**src/sv/edw_pkg.sv**
```systemverilog
// Shared types and constants for the escalating dual watchdog.
`timescale 1ns / 1ps

package edw_pkg;

  localparam int TICK_BITS  = 32;
  localparam int CFG_ADDR_W = 2;
  localparam int CFG_DATA_W = 32;
  localparam int IN_DATA_W  = 40;
  localparam int OUT_DATA_W = 56;
  // compare width covers both the tick difference and a 32-bit timeout
  localparam int CMP_W      = (TICK_BITS > 32) ? TICK_BITS : 32;

  typedef logic [TICK_BITS-1:0] tick_t;
  typedef logic [31:0]          ms_t;
  typedef logic [CMP_W-1:0]     cmp_t;
  typedef logic [7:0]           count_t;

  typedef enum logic [CFG_ADDR_W-1:0] {
    REG_BUSY_TIMEOUT = 2'd0,
    REG_SOFT_LIMIT   = 2'd1,
    REG_LIVE_TIMEOUT = 2'd2,
    REG_LIVE_LIMIT   = 2'd3
  } cfg_reg_t;

  typedef enum logic [1:0] {
    ACT_NONE    = 2'd0,
    ACT_SOFT    = 2'd1,
    ACT_RESTART = 2'd2,
    ACT_HARD    = 2'd3
  } action_t;

  localparam ms_t    BUSY_TIMEOUT_RST = 32'd300000;
  localparam count_t SOFT_LIMIT_RST   = 8'd2;
  localparam ms_t    LIVE_TIMEOUT_RST = 32'd600000;
  localparam count_t LIVE_LIMIT_RST   = 8'd2;

  typedef struct packed {
    count_t  live_rec;
    count_t  busy_rec;
    logic [31:0] elapsed;
    action_t action;
  } result_t;

  // Saturating increment for the recovery counts.
  function automatic count_t bump(input count_t c);
    bump = (c == 8'hFF) ? 8'hFF : c + 8'd1;
  endfunction

endpackage

```
**src/sv/escalating_dual_watchdog.sv**
```systemverilog
// Escalating dual watchdog: busy and liveness timers with escalating recovery codes.
//
//  channel  | direction | tdata fields (low bit first)                     | tuser
//  s_axis   | in        | now_ms[31:0], module_busy[32], zero pad to 40    | mode
//  m_axis   | out       | action[1:0], elapsed_ms[33:2], busy_rec[41:34],  | -
//           |           | liveness_rec[49:42], zero pad to 56              |
//  cfg      | in        | cfg_we, cfg_addr (register index), cfg_wdata     | -
//
// One transaction per clock while s_axis_tready is high: the step is two tick subtractions
// and compares, done between the timer state and the result register.
// A two-deep output buffer (result register plus skid) keeps s_axis_tready high
// while one result waits on m_axis; tready drops only when both are full.
// rst is synchronous: timers, counts and config registers return to their defaults.
`timescale 1ns / 1ps

module escalating_dual_watchdog (
  input  logic                               clk,
  input  logic                               rst,
  input  logic                               s_axis_tvalid,
  output logic                               s_axis_tready,
  input  logic [edw_pkg::IN_DATA_W-1:0]      s_axis_tdata,  // now_ms, module_busy
  input  logic                               s_axis_tuser,  // mode
  output logic                               m_axis_tvalid,
  input  logic                               m_axis_tready,
  output logic [edw_pkg::OUT_DATA_W-1:0]     m_axis_tdata,  // action, elapsed_ms,
                                                            // busy_rec, liveness_rec
  input  logic                               cfg_we,
  input  logic [edw_pkg::CFG_ADDR_W-1:0]     cfg_addr,
  input  logic [edw_pkg::CFG_DATA_W-1:0]     cfg_wdata
);
  import edw_pkg::*;

  ms_t     busy_timeout;
  count_t  soft_limit;
  ms_t     live_timeout;
  count_t  live_limit;

  tick_t   busy_stamp, busy_stamp_next;
  count_t  busy_count, busy_count_next;
  tick_t   live_stamp, live_stamp_next;
  count_t  live_count, live_count_next;

  result_t res;
  result_t out_res, skid_res;
  logic    out_valid, skid_valid;

  logic    in_take, out_take;
  logic    mode, module_busy;
  tick_t   now, diff_live, diff_busy;
  count_t  live_bumped;

  assign in_take     = s_axis_tvalid && s_axis_tready;
  assign out_take    = m_axis_tvalid && m_axis_tready;
  assign mode        = s_axis_tuser;
  assign now         = tick_t'(s_axis_tdata[31:0]);
  assign module_busy = s_axis_tdata[32];
  assign diff_live   = now - live_stamp;
  assign diff_busy   = now - busy_stamp;
  assign live_bumped = bump(live_count);

  always_comb begin
    busy_stamp_next = busy_stamp;
    busy_count_next = busy_count;
    live_stamp_next = live_stamp;
    live_count_next = live_count;
    res.action      = ACT_NONE;
    res.elapsed     = '0;
    if (mode) begin
      live_stamp_next = now;
      live_count_next = '0;
    end else if (!module_busy) begin
      busy_stamp_next = now;
      busy_count_next = '0;
      res.elapsed     = 32'(diff_live);
      if (cmp_t'(diff_live) >= cmp_t'(live_timeout)) begin
        live_stamp_next = now;
        if (live_bumped <= live_limit) begin
          res.action      = ACT_RESTART;
          live_count_next = live_bumped;
        end else begin
          res.action      = ACT_HARD;
          live_count_next = '0;
        end
      end
    end else begin
      res.elapsed = 32'(diff_busy);
      if (cmp_t'(diff_busy) >= cmp_t'(busy_timeout)) begin
        busy_stamp_next = now;
        if (busy_count < soft_limit) begin
          res.action      = ACT_SOFT;
          busy_count_next = bump(busy_count);
        end else begin
          res.action      = ACT_HARD;
          busy_count_next = '0;
        end
      end
    end
    res.busy_rec = busy_count_next;
    res.live_rec = live_count_next;
  end

  always_ff @(posedge clk) begin
    if (rst) begin
      busy_timeout <= BUSY_TIMEOUT_RST;
      soft_limit   <= SOFT_LIMIT_RST;
      live_timeout <= LIVE_TIMEOUT_RST;
      live_limit   <= LIVE_LIMIT_RST;
    end else if (cfg_we) begin
      case (cfg_reg_t'(cfg_addr))
        REG_BUSY_TIMEOUT: busy_timeout <= cfg_wdata;
        REG_SOFT_LIMIT:   soft_limit   <= cfg_wdata[7:0];
        REG_LIVE_TIMEOUT: live_timeout <= cfg_wdata;
        REG_LIVE_LIMIT:   live_limit   <= cfg_wdata[7:0];
        default: ;
      endcase
    end
  end

  always_ff @(posedge clk) begin
    if (rst) begin
      busy_stamp <= '0;
      busy_count <= '0;
      live_stamp <= '0;
      live_count <= '0;
    end else if (in_take) begin
      busy_stamp <= busy_stamp_next;
      busy_count <= busy_count_next;
      live_stamp <= live_stamp_next;
      live_count <= live_count_next;
    end
  end

  // Result register with a skid entry behind it; skid is empty whenever input is taken.
  always_ff @(posedge clk) begin
    if (rst) begin
      out_valid  <= 1'b0;
      skid_valid <= 1'b0;
    end else if (in_take) begin
      if (out_valid && !out_take) begin
        skid_res   <= res;
        skid_valid <= 1'b1;
      end else begin
        out_res   <= res;
        out_valid <= 1'b1;
      end
    end else if (out_take) begin
      if (skid_valid) begin
        out_res    <= skid_res;
        skid_valid <= 1'b0;
      end else begin
        out_valid <= 1'b0;
      end
    end
  end

  assign s_axis_tready = !skid_valid;
  assign m_axis_tvalid = out_valid;
  assign m_axis_tdata  = {{(OUT_DATA_W - $bits(result_t)){1'b0}}, out_res};

  a_skid_behind_out: assert property (@(posedge clk) disable iff (rst)
    skid_valid |-> out_valid)
    else $error("skid entry held without a result in front");

  a_fill_skid: assert property (@(posedge clk) disable iff (rst)
    (in_take && out_valid && !out_take) |=> skid_valid)
    else $error("result lost while output stalled");

  a_hard_clears: assert property (@(posedge clk) disable iff (rst)
    (out_valid && out_res.action == ACT_HARD) |-> out_res.busy_rec == 8'd0)
    else $error("hard reset left a busy recovery count");

  a_soft_counts: assert property (@(posedge clk) disable iff (rst)
    (out_valid && out_res.action == ACT_SOFT) |-> out_res.busy_rec != 8'd0)
    else $error("soft recovery without a count");

  a_restart_counts: assert property (@(posedge clk) disable iff (rst)
    (out_valid && out_res.action == ACT_RESTART) |->
      (out_res.live_rec != 8'd0 && out_res.busy_rec == 8'd0))
    else $error("restart request with inconsistent counts");

endmodule
```
**config.mk**
```make
export PLATFORM = sky130hd
export DESIGN_NAME = escalating_dual_watchdog
export DESIGN_NICKNAME = d
export VERILOG_FILES = /design/src/sv/edw_pkg.sv /design/src/sv/escalating_dual_watchdog.sv
export SDC_FILE = /design/constraint.sdc
export NUM_CORES = 1
export LEC_CHECK = 0
export BUFFER_PORTS_ARGS = -buffer_cell sky130_fd_sc_hd__buf_2
export CAP_MARGIN = 20
export CORE_UTILIZATION = 50
export CTS_CLUSTER_SIZE = 25
export DETAILED_ROUTE_END_ITERATION = 6
export GPL_TIMING_DRIVEN = 0
export PLACE_DENSITY = 0.69
export SETUP_SLACK_MARGIN = 0.2
export SLEW_MARGIN = 0
export SYNTH_ARGS = -nofsm -noshare
export SYNTH_HDL_FRONTEND = slang
export SYNTH_SLANG_ARGS = --single-unit
```
**constraint.sdc**
```tcl
create_clock -name clk -period 8 [get_ports clk]
set_input_delay 1.6 -clock clk [delete_from_list [all_inputs] [get_ports clk]]
set_output_delay 1.6 -clock clk [all_outputs]
set_load 0.005 [all_outputs]
```
==> summary.txt <==
Drt
  – Wirelength per Cell: 19.3 um
  – Post-DR vias/cell: slightly below 6
  – Post-route ant nets: 0
  – Vias: 14,300
  – Final wirelength: 47,500 um
  – DRC: 0
  – Iteration count of the initial detailed-routing pass: 5
  – Initial drt markers: approximately 1,500

STA
  – Worst-margin pin slew: approximately 1200 ps
  – Fmax: 0.136 GHz
  – Clock Skew: roughly 18 ps
  – Final Worst Setup Slack: 654 ps
  – Slew margin rel.: 0.217
  – Min cycle time layout: 7350 ps
  – # setup viols final: 0
  – Pins over their slew limit: 0
  – Hold Vio Cnt, Final: 0
  – RSZ-0062 raised after global routing: no
  – Part of the cycle the worst path needs: 0.918

GRT
  – Total grt overflow: 0
  – First-pass GRT wire length: 73,800 um
  – Pin count of the biggest net entering global routing: 38
  – Initial antenna violation count: 0
  – Vias in the first global route: around 14,000
  – GRT Util Overall: 0.286

Pwr
  – Int Power: around 0.0027 W
  – Leak Pwr: 7.54 nW
  – Switching power: around 0.0013 W
  – Pwr dens: 218 nW/um^2
  – Clk pwr share: 0.362
  – Flop pwr share: 0.373
  – Comb pwr share: 0.266
  – Sw Share: 0.320
  – Max VDD drop: 0.174 mV

Synthesis
  – Synth Flop Type: dfxtp_1
  – Cell Area, Synth: about 16,000 um^2
  – Synth Register Bits: 262
  – YS warnings: 0
  – Post-synth top area share: 0.203
  – Mapped Cells: 1,873
  – Synth area leader: dfxtp_1
  – Avg Inst Size Synth: 8.54 um^2
  – FFs w/ async S/R, synth: 0
  – Seq/Total Area, Yosys: 0.391
  – Distinct cell type count after synthesis: 78
  – Most frequent cells after synthesis: nand2_1 (307), a21oi_1 (195), inv_1 (164)
  – Top post-synthesis cells by area: dfxtp_1 (20%), edfxtp_1 (19%), ha_1 (11%)
  – Most frequent cell after synthesis: nand2_1
  – Post-synth EDFFs: 100

Hold path
  – HP Start: busy_timeout[19]
  – WHS Path Cells: 2
  – Hold Crit Class: reg2reg
  – Hold EP: busy_timeout[19]

CTS
  – Clock Latency Late Sink: approximately 580 ps
  – CTS Sinks: 262
  – Clk pin slew, worst setup/hold paths: about 60 ps
  – H-tree lvl count: 1
  – CTS Buf Count: 29
  – CTS Buffer Depth: 3
  – CTS tree: done
  – CTS root buf: clkbuf_16

Worst setup path
  – Cells along the critical path: buf_2, inv_1, ha_1, inv_1, fa_1, a211oi_1, o21ai_1, a311oi_1, nor4_1, nor3_1, o21ai_1, xnor2_1, inv_1, ha_1, nand4_1, o21ai_1, o21ai_0, o21bai_1, nor3b_1, clkbuf_1, a22o_1, mux2_2
  – CP max stage cell: nor3b_1
  – CP delay by family, top: compound AO/OA/AOI/OAI gates
  – Critical path's largest stage delay: 980 ps
  – R2r setup slk: 1520 ps
  – Setup crit end kind: flop
  – Buf+Inv Stages, Crit Path: 5
  – CP max FO: 10
  – CP required: 8440 ps
  – Reg2Reg Depth: 20
  – Worst reg2reg endpoint: m_axis_tdata[44]
  – Arr. time, crit path: 7780 ps
  – R2r startpoint: live_stamp[1]
  – CP Launch Type: input pin
  – Crit Path Class: in2reg

Placement
  – I/O Buffers: around 120
  – Cell Area, Placed: 17,200 um^2
  – Place WS: -98.0 ps
  – DP HPWL: 36,900 um
  – GP Congestion: 0.960
  – Dpl cells: approximately 2,400

Cells and area
  – Number of diodes: 0
  – Fin util: 0.579
  – Layout net count: 2,261
  – Layout cells sized above 1: 0.106
  – Final instance area: 18,200 um^2
  – Layout Cells excl Fill: 2,461
  – Area Growth Syn to Fin: 13.9%

Floorplan
  – Initial core utilization: 0.508
  – Io pins: approximately 140
  – Die Width: 181 um
  – Site Rows: 65
  – Full die area: 32,700 um^2
  – Die H: 181 um
  – Core box area: 31,500 um^2

Status
  – Status: finished, final reports clean

Flow run
  – Max cap viols: 0
-- routing by layer --
layer  track usage  wire, um
met5             0         0
met4         0.104      1730
met3        0.0367      3560
met2         0.471     21400
met1         0.385     20800
-- metrics by stage --
step                TNS [ps]  hold slack, ps  total power [W]
finish                     0             454          0.00397
global route               0             472          0.00414
CTS                        0             455          0.00397
detailed placement      -252             447          0.00253
global placement      -20880             442          0.00250
floorplan                  0             436          0.00221
-- cell families (layout without fill, tap and decap cells) --
family | Yosys count | count (layout) | synth area share
compound gates | 477 | 477 | 0.189
xor+xnor | 56 | 56 | 0.0307
fa+ha+maj | 145 | 145 | 0.114
buf+inv | 259 | 440 | 0.0630
flops | 262 | 262 | 0.391
mux | 68 | 68 | 0.0436
other cells | 1 | 6 | 0.000234
simple gates | 605 | 605 | 0.168
-- cells in the final DEF, fill, tap and decap left out, types with 27 or more instances in the layout --
| master | count |
|---|---|
| clkbuf_1 | 76 |
| buf_2 | 132 |
| clkbuf_16 | 29 |
| nand4_1 | 28 |
| ha_1 | 143 |
| edfxtp_1 | 100 |
| a21o_1 | 51 |
| o21ai_0 | 66 |
| xnor2_1 | 35 |
| nor2_1 | 124 |
| a21oi_1 | 195 |
| mux2i_1 | 55 |
| nor3_1 | 27 |
| dfxtp_1 | 162 |
| inv_1 | 164 |
| nand2_1 | 307 |
-- power by group through the flow --
stage	clock network (W)	logic, W	registers, W
after global routing	0.00150	0.00116	0.00149
after floorplan	0	0.000700	0.00151
after detailed placement	0	0.00102	0.00151
final	0.00144	0.00106	0.00148
after CTS	0.00145	0.00103	0.00148
after global placement	0	0.000996	0.00151
-- tightest hold or removal path: cells and delay by family, from the launching register on --
kind	cells	cell delay [ps]
flip-flops	1	310
AND/OR/NAND/NOR	1	50
AO/OA/AOI/OAI	1	50
-- flip-flops by register name, indices dropped and copies added, names as in the netlist, 8 cells and up --
| name | flops |
|---|---|
| busy_count | 8 |
| soft_limit | 8 |
| live_stamp | 32 |
| busy_stamp | 32 |
| live_limit | 8 |
| live_count | 8 |
| skid_res | 50 |
| m_axis_tdata | 50 |
| busy_timeout | 32 |
| live_timeout | 32 |
-- worst max-delay path by stage --
stage | depth (start not counted) | to | slack, ps | from
after floorplan | 5 | m_axis_tdata[0] | 1510 | s_axis_tvalid
after global placement | 6 | m_axis_tdata[27] | -420 | s_axis_tvalid
after detailed placement | 24 | live_stamp[28] | -100 | s_axis_tdata[0]
after CTS | 24 | live_stamp[28] | 500 | s_axis_tdata[0]
after global routing | 24 | live_stamp[28] | 370 | s_axis_tdata[0]
final | 22 | m_axis_tdata[44] | 650 | s_axis_tdata[0]
-- final cells by class --
class	count	area [um^2]
fill	2835	13200
multi-input combinational	1357	8770
sequential	262	6250
clock buffer	32	737
timing repair buffer	127	678
inverter	165	619
tap	402	503
buffer	94	388
clock inverter	22	280
-- what timing repair did --
item / in CTS / in global routing
setup endpoints to repair: 0 / 5
gates resized for setup: 0 / 1
setup buffers: 0 / 0
endpoints found under the hold margin: 0 / 0
hold buffers: 0 / 0
No activity file was read; power rests on OpenSTA's default activity.
